$ cat config.mk
export PLATFORM = sky130hd
export DESIGN_NAME = swerve_wheel_kinematics
export DESIGN_NICKNAME = d
export VERILOG_FILES = /design/src/swk_pkg.sv /design/src/swk_cordic.sv /design/src/swerve_wheel_kinematics.sv
export VERILOG_INCLUDE_DIRS = /design/src /design/src/src
export SDC_FILE = /design/constraint.sdc
export NUM_CORES = 1
export LEC_CHECK = 0
export BUFFER_PORTS_ARGS = -buffer_cell sky130_fd_sc_hd__buf_2
export CAP_MARGIN = 20
export CORE_MARGIN = 3
export CORE_UTILIZATION = 60
export CTS_BUF_LIST = sky130_fd_sc_hd__clkbuf_2 sky130_fd_sc_hd__clkbuf_4 sky130_fd_sc_hd__clkbuf_8
export DETAILED_ROUTE_END_ITERATION = 8
export PLACE_DENSITY_LB_ADDON = 0.25
export SLEW_MARGIN = 10
export SYNTH_ARGS = -nofsm -noshare
export SYNTH_HDL_FRONTEND = slang
export SYNTH_SLANG_ARGS = --single-unit
export TNS_END_PERCENT = 50
$ cat constraint.sdc
create_clock -name clk -period 9 [get_ports clk]
set_input_delay 0.45 -clock clk [delete_from_list [all_inputs] [get_ports clk]]
set_output_delay 0.45 -clock clk [all_outputs]
set_load 0.05 [all_outputs]
$ cat src/swerve_wheel_kinematics_defines.svh
// Assertion macros shared by the swerve wheel kinematics RTL.
`ifndef SWERVE_WHEEL_KINEMATICS_DEFINES_SVH
`define SWERVE_WHEEL_KINEMATICS_DEFINES_SVH

// Same-cycle implication, sampled on clk and disabled during reset.
`define SWK_ASSERT_IMP(lbl, ante, cons, msg) \
	lbl: assert property (@(posedge clk) disable iff (!arst_n) (ante) |-> (cons)) \
		else $error(msg);

// Next-cycle implication, sampled on clk and disabled during reset.
`define SWK_ASSERT_NXT(lbl, ante, cons, msg) \
	lbl: assert property (@(posedge clk) disable iff (!arst_n) (ante) |=> (cons)) \
		else $error(msg);

`endif

$ cat src/swk_pkg.sv
// Package with types, constants and the arctangent table of the wheel kinematics block.
package swk_pkg;

	localparam int CORDIC_STEPS = 16;
	localparam int STEP_W = $clog2(CORDIC_STEPS);
	localparam int OPD_W = 18;
	localparam int VEC_W = 20;
	localparam int MAG_W = 19;
	localparam int ANG_W = 16;
	localparam int MUL_STEPS = 16;
	localparam int MUL_CNT_W = $clog2(MUL_STEPS);
	localparam int ACC_W = 37;
	localparam int T_W = 17;
	localparam logic [ANG_W-1:0] ANGLE_QUARTER = 16'h4000;
	localparam logic [ANG_W-1:0] ANGLE_NEG_QUARTER = 16'hC000;

	typedef logic [1:0] cfg_idx_t;
	localparam cfg_idx_t CFG_HALF_LENGTH = 2'd0;
	localparam cfg_idx_t CFG_SPEED_SCALE = 2'd1;
	localparam cfg_idx_t CFG_TIMEOUT = 2'd2;

	typedef struct packed {
		logic active;
		logic signed [15:0] linear_x;
		logic signed [15:0] linear_y;
		logic signed [15:0] yaw_rate;
		logic [15:0] command_age_ms;
	} in_item_t;

	typedef struct packed {
		logic [15:0] speed_front_left;
		logic [15:0] speed_front_right;
		logic [15:0] speed_rear_left;
		logic [15:0] speed_rear_right;
		logic signed [15:0] angle_front_left;
		logic signed [15:0] angle_front_right;
		logic signed [15:0] angle_rear_left;
		logic signed [15:0] angle_rear_right;
	} out_item_t;

	typedef enum logic [2:0] {
		ST_IDLE,
		ST_TMUL,
		ST_TSUM,
		ST_CSTART,
		ST_CRUN,
		ST_SMUL,
		ST_SSTORE,
		ST_DONE
	} state_t;

	// atan(2^-i) scaled so that 32768 is pi.
	function automatic logic [ANG_W-1:0] atan_step(input logic [4:0] i);
		logic [ANG_W-1:0] r;
		unique case (i)
			5'd0: r = 16'd8192;
			5'd1: r = 16'd4836;
			5'd2: r = 16'd2555;
			5'd3: r = 16'd1297;
			5'd4: r = 16'd651;
			5'd5: r = 16'd326;
			5'd6: r = 16'd163;
			5'd7: r = 16'd81;
			5'd8: r = 16'd41;
			5'd9: r = 16'd20;
			5'd10: r = 16'd10;
			5'd11: r = 16'd5;
			5'd12: r = 16'd3;
			5'd13: r = 16'd1;
			5'd14: r = 16'd1;
			default: r = 16'd0;
		endcase
		return r;
	endfunction

endpackage

$ cat src/swk_cordic.sv
// Iterative vectoring CORDIC: magnitude and atan2 of one operand pair.
module swk_cordic (
	input logic clk,
	input logic arst_n,
	input logic start,
	input logic signed [swk_pkg::OPD_W-1:0] p,
	input logic signed [swk_pkg::OPD_W-1:0] q,
	output logic done,
	output logic [swk_pkg::MAG_W-1:0] mag,
	output logic [swk_pkg::ANG_W-1:0] ang
);
	import swk_pkg::*;

	logic busy_q, done_q, zero_q;
	logic [STEP_W-1:0] i_q;
	logic signed [VEC_W-1:0] x_q, y_q, xe, ye, xs, ys;
	logic [ANG_W-1:0] z_q, tab;

	assign xe = VEC_W'(q);
	assign ye = VEC_W'(p);
	assign xs = x_q >>> i_q;
	assign ys = y_q >>> i_q;
	assign tab = atan_step(5'(i_q));

	always_ff @(posedge clk or negedge arst_n) begin
		if (!arst_n) begin
			busy_q <= 1'b0;
			done_q <= 1'b0;
		end else begin
			done_q <= 1'b0;
			if (start) begin
				busy_q <= 1'b1;
			end else if (busy_q && i_q == STEP_W'(CORDIC_STEPS - 1)) begin
				busy_q <= 1'b0;
				done_q <= 1'b1;
			end
		end
	end

	always_ff @(posedge clk) begin
		if (start) begin
			i_q <= '0;
			zero_q <= (p == '0) && (q == '0);
			// A vector in the left half plane is turned by a quarter first.
			if (xe < 0) begin
				if (ye >= 0) begin
					x_q <= ye;
					y_q <= -xe;
					z_q <= ANGLE_QUARTER;
				end else begin
					x_q <= -ye;
					y_q <= xe;
					z_q <= ANGLE_NEG_QUARTER;
				end
			end else begin
				x_q <= xe;
				y_q <= ye;
				z_q <= '0;
			end
		end else if (busy_q) begin
			i_q <= i_q + 1'b1;
			if (!y_q[VEC_W-1]) begin
				x_q <= x_q + ys;
				y_q <= y_q - xs;
				z_q <= z_q + tab;
			end else begin
				x_q <= x_q - ys;
				y_q <= y_q + xs;
				z_q <= z_q - tab;
			end
		end
	end

	assign done = done_q;
	assign mag = (zero_q || x_q[VEC_W-1]) ? '0 : x_q[MAG_W-1:0];
	assign ang = zero_q ? '0 : z_q;

endmodule

$ cat src/swerve_wheel_kinematics.sv
// Swerve wheel kinematics: body velocity command in, four wheel speeds and angles out.
//
// Input items arrive on in_valid/in_ready with an in_item_t payload; results leave on
// out_valid/out_ready as an out_item_t. Registers are written over cfg_valid/cfg_ready
// with cfg_index and cfg_data; cfg_ready is always high and index 3 is ignored.
// An active item runs a bit-serial multiply for the yaw term, then for each wheel
// one 16-step CORDIC and a bit-serial speed scaling, one wheel after the other.
// Each wheel passes through CORDIC start, the CORDIC steps, CORDIC done, the
// multiply and the store. The CORDIC unit and the serial multiplier are shared by
// all wheels, and the multiplier also serves the yaw term. An inactive item gives
// its halt result through the done state, or no result if already halted.
// One item is worked on at a time: in_ready is high only while no item is in work.
// The result sits in an output register, so the next item is accepted while it waits;
// a finished item whose result cannot yet be written waits until out_ready frees it.
// Reset restores the register defaults, clears the halted flag and the held angles,
// and empties the output register.
module swerve_wheel_kinematics (
	input logic clk,
	input logic arst_n,
	input logic in_valid,
	output logic in_ready,
	input swk_pkg::in_item_t in_data,
	output logic out_valid,
	input logic out_ready,
	output swk_pkg::out_item_t out_data,
	input logic cfg_valid,
	output logic cfg_ready,
	input swk_pkg::cfg_idx_t cfg_index,
	input logic [15:0] cfg_data
);
	import swk_pkg::*;
	`include "swerve_wheel_kinematics_defines.svh"

	state_t state_q, state_d;
	logic [11:0] half_length_q;
	logic [15:0] speed_scale_q, timeout_q;
	logic halted_q, out_valid_q;
	out_item_t out_q;
	logic [15:0] speeds_q [4];
	logic [ANG_W-1:0] angles_q [4];
	logic signed [15:0] x_q, y_q;
	logic signed [OPD_W-1:0] a_q, b_q, c_q, d_q;
	logic signed [ACC_W-1:0] acc_q, mcand_q, rnd;
	logic [15:0] mplier_q;
	logic [MUL_CNT_W-1:0] cnt_q;
	logic [1:0] k_q;
	logic accept, stale, out_free, mul_last, cor_start, cor_done;
	logic signed [15:0] x_eff, w_eff;
	logic signed [T_W-1:0] t;
	logic [ACC_W-13:0] sval;
	logic [15:0] speed_sat;
	logic [MAG_W-1:0] cor_mag;
	logic [ANG_W-1:0] cor_ang;

	assign accept = in_valid && in_ready;
	assign in_ready = (state_q == ST_IDLE);
	assign cfg_ready = 1'b1;
	assign out_free = !out_valid_q || out_ready;
	assign mul_last = (cnt_q == MUL_CNT_W'(MUL_STEPS - 1));
	assign cor_start = (state_q == ST_CSTART);

	assign stale = in_data.command_age_ms > timeout_q;
	assign x_eff = stale ? '0 : in_data.linear_x;
	assign w_eff = stale ? '0 : in_data.yaw_rate;

	assign rnd = acc_q + ACC_W'(2048);
	assign t = rnd[T_W+11:12];
	assign sval = rnd[ACC_W-1:12];
	assign speed_sat = (|sval[ACC_W-13:16]) ? 16'hFFFF : sval[15:0];

	swk_cordic u_cordic (
		.clk(clk),
		.arst_n(arst_n),
		.start(cor_start),
		.p(k_q[1] ? a_q : b_q),
		.q(k_q[0] ? c_q : d_q),
		.done(cor_done),
		.mag(cor_mag),
		.ang(cor_ang)
	);

	always_comb begin
		state_d = state_q;
		unique case (state_q)
			ST_IDLE: begin
				if (accept) begin
					if (in_data.active) state_d = ST_TMUL;
					else if (!halted_q) state_d = ST_DONE;
				end
			end
			ST_TMUL: if (mul_last) state_d = ST_TSUM;
			ST_TSUM: state_d = ST_CSTART;
			ST_CSTART: state_d = ST_CRUN;
			ST_CRUN: if (cor_done) state_d = ST_SMUL;
			ST_SMUL: if (mul_last) state_d = ST_SSTORE;
			ST_SSTORE: state_d = (k_q == 2'd3) ? ST_DONE : ST_CSTART;
			ST_DONE: if (out_free) state_d = ST_IDLE;
			default: state_d = ST_IDLE;
		endcase
	end

	always_ff @(posedge clk or negedge arst_n) begin
		if (!arst_n) begin
			state_q <= ST_IDLE;
			half_length_q <= 12'd250;
			speed_scale_q <= 16'd4096;
			timeout_q <= 16'd500;
			halted_q <= 1'b0;
			out_valid_q <= 1'b0;
			for (int i = 0; i < 4; i++) angles_q[i] <= '0;
		end else begin
			state_q <= state_d;
			if (cfg_valid && cfg_ready) begin
				unique case (cfg_index)
					CFG_HALF_LENGTH: half_length_q <= cfg_data[11:0];
					CFG_SPEED_SCALE: speed_scale_q <= cfg_data;
					CFG_TIMEOUT: timeout_q <= cfg_data;
					default: ;
				endcase
			end
			if (accept) halted_q <= !in_data.active;
			if (state_q == ST_SSTORE) angles_q[k_q] <= cor_ang;
			if (state_q == ST_DONE && out_free) out_valid_q <= 1'b1;
			else if (out_ready) out_valid_q <= 1'b0;
		end
	end

	always_ff @(posedge clk) begin
		unique case (state_q)
			ST_IDLE: begin
				if (accept) begin
					x_q <= x_eff;
					y_q <= in_data.linear_y;
					acc_q <= '0;
					mcand_q <= {{(ACC_W-16){w_eff[15]}}, w_eff};
					mplier_q <= {4'd0, half_length_q};
					cnt_q <= '0;
					k_q <= '0;
					// The halt result carries zero speeds.
					for (int i = 0; i < 4; i++) speeds_q[i] <= '0;
				end
			end
			ST_TMUL, ST_SMUL: begin
				if (mplier_q[0]) acc_q <= acc_q + mcand_q;
				mcand_q <= mcand_q <<< 1;
				mplier_q <= mplier_q >> 1;
				cnt_q <= cnt_q + 1'b1;
			end
			ST_TSUM: begin
				a_q <= OPD_W'(x_q) - OPD_W'(t);
				b_q <= OPD_W'(x_q) + OPD_W'(t);
				c_q <= OPD_W'(y_q) - OPD_W'(t);
				d_q <= OPD_W'(y_q) + OPD_W'(t);
			end
			ST_CRUN: begin
				acc_q <= '0;
				mcand_q <= {{(ACC_W-MAG_W){1'b0}}, cor_mag};
				mplier_q <= speed_scale_q;
				cnt_q <= '0;
			end
			ST_SSTORE: begin
				speeds_q[k_q] <= speed_sat;
				k_q <= k_q + 1'b1;
			end
			ST_DONE: begin
				if (out_free) begin
					out_q.speed_front_left <= speeds_q[0];
					out_q.speed_front_right <= speeds_q[1];
					out_q.speed_rear_left <= speeds_q[2];
					out_q.speed_rear_right <= speeds_q[3];
					out_q.angle_front_left <= angles_q[0];
					out_q.angle_front_right <= angles_q[1];
					out_q.angle_rear_left <= angles_q[2];
					out_q.angle_rear_right <= angles_q[3];
				end
			end
			default: ;
		endcase
	end

	assign out_valid = out_valid_q;
	assign out_data = out_q;

	`SWK_ASSERT_NXT(a_done_fills_out, state_q == ST_DONE && out_free, out_valid_q,
		"finished item did not reach the output register")
	`SWK_ASSERT_NXT(a_halted_no_result, accept && !in_data.active && halted_q,
		state_q == ST_IDLE, "repeated inactive item started work")
	`SWK_ASSERT_IMP(a_cordic_done_state, cor_done, state_q == ST_CRUN,
		"CORDIC finished outside its wait state")
	`SWK_ASSERT_NXT(a_active_clears_halt, accept && in_data.active, !halted_q,
		"active item left the halted flag set")

endmodule

# ---- Word-level counts from Yosys, hierarchy flattened
# Memory sizes are Yosys's and may differ from the RTL's. A register that Yosys moved wholly into a read port is not among the register bits.
# Index checks and enable logic that the tools add are counted.
dict set report classes {
  order_cmp 5
  n_addsub 17
  n_reduce_logical 30
  shifts 2
  div 0
  mul 0
  muxes 60
  n_eq_ne 19
  n_bitwise 1
}
# cell count
set ops {}
lappend ops {{37-bit one-hot mux with 3 select lines} 2}
lappend ops {{20-bit 2-to-1 mux} 10}
lappend ops {{16-bit 2-to-1 mux} 11}
lappend ops {{37-bit 2-to-1 mux} 3}
lappend ops {{64-bit bitwise mux} 1}
lappend ops {{16-bit one-hot mux with 3 select lines} 1}
lappend ops {{20-bit adder} 2}
lappend ops {{18-bit negation with 20-bit output} 2}
lappend ops {{20-bit by 4-bit >>> shifter with 20-bit output} 2}
lappend ops {{20-bit subtractor} 2}
lappend ops {{37-bit by 13-bit adder with 37-bit output (second input constant)} 1}
lappend ops {{37-bit adder} 1}
lappend ops {{16-bit by 17-bit adder with 18-bit output} 2}
lappend ops {{18-bit zero test} 2}
lappend ops {{18-bit 2-to-1 mux} 2}
lappend ops {{16-bit by 17-bit subtractor with 18-bit output} 2}
lappend ops {{16-bit demux with 2-bit select} 1}
lappend ops {{3-bit 2-to-1 mux} 8}
lappend ops {{3-bit one-hot mux with 8 select lines} 1}
lappend ops {{19-bit 2-to-1 mux} 1}
lappend ops {{18-bit by 1-bit greater-or-equal comparator with 1-bit output (second input constant)} 1}
lappend ops {{18-bit by 1-bit less-than comparator with 1-bit output (second input constant)} 1}
lappend ops {{16-bit adder} 1}
lappend ops {{16-bit greater-than comparator} 1}
lappend ops {{33 further kinds} 73}
dict set report word_totals {
  ram_bits 64
  out_inout_bits 131
  register_bits 440
  romBits 224
  mem_count 2
  latchBits 0
}
# name words word_bits read_ports rd_clocked_by_memory_dff write_ports line
set memory_table {}
lappend memory_table {{(name not given)} 16 14 1 1 0 swk_pkg.sv:55} ;# unique case (i)
lappend memory_table {speeds_q 4 16 4 4 4 swerve_wheel_kinematics.sv:39} ;# logic [15:0] speeds_q [4];

# ---- Logic depth before layout (Yosys ltp)
dict set report logic_depth {
  depth_word 6
  mapped_depth 25
  mapped_depth_nobuf 19
}

# ---- Cells and area by module
# A second synthesis with hierarchy kept.
dict set report unflattened {
  cells_unflattened 3021
  area_unflattened_um2 33861.2
}
# module area_each_um2 cells_each instances
set by_module_without_submodules {}
lappend by_module_without_submodules {swerve_wheel_kinematics 23815.3 1803 1}
lappend by_module_without_submodules {swk_cordic 10045.9 1218 1}

# ---- Worst setup path after synthesis
# Ideal clock, no wire load.
dict set report synth_path {
  kind {reg-to-reg}
  from {register state_q[1]}
  to {register out_q, in the netlist out_data[0] (enable)}
  synth_period_minus_slack_ps 6719
  slack_ps 2281
  path_buffers 1
  t_arrival_ps 6102
  required_ps 8383
  stages_incl_launch_ff 4
  path_cell_list {dfrtp_1 clkbuf_1 nand3_1 nor2_1}
}
dict set report synth_between {
  elab_chain_cells 2
}
# item line
set synth_rtl {}
lappend synth_rtl {{start, declared} swerve_wheel_kinematics.sv:34} ;# state_t state_q, state_d;
lappend synth_rtl {{start signal, assigned} swerve_wheel_kinematics.sv:112} ;# state_q <= state_d;
lappend synth_rtl {{3-bit equality test} swerve_wheel_kinematics.sv:129} ;# unique case (state_q)
lappend synth_rtl {{2-bit AND reduction (no line)} n/a}
lappend synth_rtl {{end, declared} swerve_wheel_kinematics.sv:38} ;# out_item_t out_q;
# Every way passes these cells.
# A chain may end at the register's enable or synchronous reset.

# ---- Worst setup path in the final report
dict set report layout_path {
  from {register u_cordic.i_q[1]}
  to {register u_cordic.x_q[18], data pin}
}
dict set report layout_between {
  elab_chain_cells 5
}
# item line
set layout_rtl {}
lappend layout_rtl {{start, declared} swk_cordic.sv:15} ;# logic [STEP_W-1:0] i_q;
lappend layout_rtl {{start signal, assigned} swk_cordic.sv:61} ;# i_q <= i_q + 1'b1;
lappend layout_rtl {{20-bit by 4-bit >>> shifter with 20-bit output (*)} swk_cordic.sv:22} ;# assign ys = y_q >>> i_q;
lappend layout_rtl {{20-bit adder / 20-bit subtractor (equally long branches)} {swk_cordic.sv:63, swk_cordic.sv:67}}
lappend layout_rtl {{20-bit 2-to-1 mux (*)} swk_cordic.sv:62} ;# if (!y_q[VEC_W-1]) begin
lappend layout_rtl {{20-bit 2-to-1 mux (*)} swk_cordic.sv:60} ;# end else if (busy_q) begin
lappend layout_rtl {{20-bit 2-to-1 mux (*)} swk_cordic.sv:41} ;# if (start) begin
lappend layout_rtl {{end signal, assigned} swk_cordic.sv:47} ;# x_q <= ye;
lappend layout_rtl {{end signal, assigned} swk_cordic.sv:63} ;# x_q <= x_q + ys;
lappend layout_rtl {{end signal, assigned} swk_cordic.sv:67} ;# x_q <= x_q - ys;
lappend layout_rtl {{end, declared} swk_cordic.sv:16} ;# logic signed [VEC_W-1:0] x_q, y_q, xe, ye, xs, ys;
# Mark *: on every way between the ends. The rest lies on a longest branch, timed or not. The select of a mux whose other input is x is not followed.

==> impl_metrics.csv <==
group,metric,value,unit
place,dpl.cell_count,3847,
logic_synthesis,synthArstFlopShare,19.83,%
grt,grt_usage,29.59,%
clocking,holdBufCountCts,24,
floorplanning,io_pins,219,
route,drt-pass1-iter-count,6,
logic_synthesis,postSynthCellCount,2997,
sta,fmax,0.1801,GHz
logic_synthesis,ys.flop_type,"edfxtp_1",
cells_and_area,area_growth,12.00,%
floorplanning,start_util,61.35,%
worst_hold_path,hold_class,"in2reg",
sta,fin_crit,5.553,ns
clocking,clk_pin_slew,0.06,ns
power_and_ir_drop,power_leakage,14.67,nW
grt,grt_start_max_net_pins,74,
power_and_ir_drop,share_comb_of_total_power,3.0,%
clocking,clk_latency,0.72,ns
grt,grt.overflow.total,0,
clocking,cts.sinks,580,
route,avgViaCountPerCell,6.141,
power_and_ir_drop,p_clk_share,44.6,%
critical_path,setup.worst_path.start,"u_cordic.i_q[1]",
logic_synthesis,synth_edf_count,447,
critical_path,arrival,5.98,ns
sta,tightest_slew,1.214,ns
cells_and_area,fin_area,37420,µm²
critical_path,cp_max_fo,48,
sta,rsz0062_at_grt,"no",
place,place_area,35030,µm²
place,gp_congestion,0.9234,
grt,grt_pass1_vias,24300,
logic_synthesis,synth-seq-cells,580,
grt,grt_pass1_wl,136600,µm
floorplanning,die_x,242.0,µm
place,port_buffers,217,
power_and_ir_drop,intPower,4.419,mW
critical_path,crit_type,"reg2reg",
sta,period_share,61.70,%
route,num_vias,24890,
cells_and_area,layout-drive-gt1-share,16.91,%
critical_path,start_kind,"flip-flop",
logic_synthesis,synth_area,33410,µm²
place,place_hpwl,64610,µm
critical_path,cp.required,9.43,ns
logic_synthesis,yosysWarnings,0,
critical_path,r2r_start,"u_cordic.i_q[1]",
floorplanning,dieHeight,242.0,µm
logic_synthesis,synth_nets,3289,
cells_and_area,regArea,16680,µm²
cells_and_area,fillers,3998,
clocking,cts_tree,"done",
logic_synthesis,yosysSeqAreaShare,49.92,%
route,wl,88320,µm
cells_and_area,fin_util,68.72,%
clocking,numCtsBuffers,93,
clocking,cts_resized,0,
clocking,cts-htree-levels,3,
sta,slew_viol_final,0,
power_and_ir_drop,power_density,150.1,nW/µm²
sta,fin_setup_tns,0,ns
sta,finClkSkew,0.04298,ns
route,ant_nets,0,
flow_run,cap_violations,0,
sta,relSlewSlack,19.06,%
clocking,clockBufferDepth,3,
cells_and_area,layout.nets,3525,
critical_path,crit_path_end_kind,"flip-flop",
critical_path,setup.worst_path.end,"u_cordic.x_q[18]",
sta,final_hold_viol_count,0,
power_and_ir_drop,vdd_drop_max,0.0001840,V
route,drc,0,
critical_path,reg2reg_slack,3.45,ns
power_and_ir_drop,switching_share,21.33,%
power_and_ir_drop,fin_total_pwr,5.617,mW
critical_path,rr_worst_depth,18,
sta,finalSetupViolCount,0,
cells_and_area,multi_input_area,15650,µm²
logic_synthesis,synth.distinct_cells,91,
outcome,status,"finished, final reports clean",
critical_path,r2r-end,"u_cordic.x_q[18]",
route,wire_per_inst,21.79,µm
clocking,cts_setup_buffers,0,
floorplanning,fp.dieArea,58540,µm²
floorplanning,coreArea,54450,µm²
floorplanning,placementRows,85,
logic_synthesis,avgSynthCellArea,11.15,µm²
clocking,clockRootBuffer,"clkbuf_8",
power_and_ir_drop,switchingPower,1.198,mW
power_and_ir_drop,pwr-share-seq,52.4,%
cells_and_area,instances_no_fill,4053,
route,drt_iter0_drc,2293,
grt,antenna_found_initial,3,
## critical path, cell delays in order, from the launching register on
cell and delay, ns:
dfxtp_2 0.51, buf_4 0.55, mux4_1 0.67, mux2_2 0.32, mux2i_1 0.29, nand3_1 0.19
nor3b_2 0.23, and2_1 0.31, mux2_2 0.36, o21ai_0 0.20, ha_1 0.32, a21o_1 0.18
a21oi_1 0.24, nor2b_1 0.08, a31oi_1 0.19, o211ai_1 0.15, a41oi_1 0.25, xor2_1 0.16
nor2_1 0.05
## routing by layer
layer / routed length (µm) / vias to the layer above / global-route usage (%)
li1: - / 11550 / -
met1: 36070 / 12140 / 39.80
met2: 41930 / 1015 / 47.76
met3: 6673 / 186 / 5.423
met4: 3626 / 2 / 12.18
met5: 13 / - / 0
## final cells by class
| type | instances | share of cell area, % |
|---|---|---|
| diodes | 3 | 0.02006 |
| clock buffers | 128 | 4.223 |
| clock inverters | 45 | 1.301 |
| inverters | 133 | 1.334 |
| multi-input cells | 2152 | 41.81 |
| flip-flops and latches | 580 | 44.58 |
| well taps | 739 | 2.471 |
| repair buffers | 273 | 4.257 |
## stage by stage
step | worst slack (ns) | hold WS, ns
6_report | 3.447 | 0.04397
5_1_grt | 3.041 | 0.01736
4_1_cts | 3.496 | 0.003839
3_5_place_dp | 3.505 | 0.4045
3_3_place_gp | 3.662 | 0.4039
2_1_floorplan | 2.281 | 0.1544
## placed cells by master (no fill, tap or decap), types with 102 or more instances in the layout
| master | n |
|---|---|
| a21oi_1 | 157 |
| buf_2 | 217 |
| dfrtp_1 | 102 |
| edfxtp_1 | 447 |
| ha_1 | 196 |
| inv_1 | 129 |
| nand2_1 | 219 |
| nor2_1 | 268 |
| o21ai_0 | 168 |
| xnor2_1 | 130 |
## kinds of logic after synthesis
group	after synthesis	synth area share, %
other	1	0.01123
AND/OR/NAND/NOR	869	12.37
adder cells (fa/ha/maj)	204	7.820
flip-flops	580	49.92
AO/OA/AOI/OAI	676	13.09
XOR/XNOR	203	5.322
buffers and inverters	265	3.419
multiplexers	199	8.037
## registers in the layout, summed over array words and instances (netlist names), 2 cells and up
register and count:
timeout_q 16, k_q 2, state_q 3, d_q 17
x_q 16, cnt_q 4, a_q 18, speeds_q 64
u_cordic.tab 14, speed_scale_q 16, angles_q 64, u_cordic.x_q 20
acc_q 37, out_data 128, u_cordic.i_q 4, y_q 16
mcand_q 37, b_q 17, u_cordic.y_q 20, c_q 18
mplier_q 16, half_length_q 12, u_cordic.z_q 16
## synthesized netlist by cell type, drive strengths merged (18+ instances only)
master,instances,share of area (%)
dfxtp,18,1.1
nor2,270,3.0
and3,22,0.41
nor2b,42,0.79
nand2,219,2.5
mux2,84,2.8
ha,196,7.3
or3,29,0.54
mux2i,74,2.2
o21a,22,0.49
inv,130,1.5
mux4,41,3.0
nand4,18,0.34
nor4,28,0.52
a211oi,31,0.71
a31oi,33,0.62
a21o,79,1.8
and2,26,0.49
buf,38,0.87
dfrtp,102,7.6
nand2b,41,0.77
o211ai,23,0.52
nor3,73,1.1
xnor2,130,3.4
edfxtp,447,40
a21oi,157,2.4
o21bai,19,0.43
a22o,19,0.50
nand3,61,0.91
clkbuf,94,1.1
xor2,73,1.9
o21ai,169,2.5
## worst min-delay path by stage
stage,start,end,cells after the start
4_1_cts,cfg_data[6],timeout_q[6],2
5_1_grt,in_data[16],mcand_q[0],2
2_1_floorplan,arst_n,angles_q[0],0
3_5_place_dp,speeds_q[1][0],out_data[96],0
6_report,cfg_data[6],timeout_q[6],2
3_3_place_gp,speeds_q[3][8],out_data[72],0
## power by group through the flow
stage	Sequential [mW]	Combinational [mW]	Clock [mW]
after floorplan	2.99	0.0956	0
after global placement	3.00	0.147	0
after detailed placement	3.00	0.157	0
after CTS	2.94	0.167	2.54
after global routing	2.95	0.186	2.67
final	2.95	0.166	2.51
No activity file was read; power rests on OpenSTA's default activity.
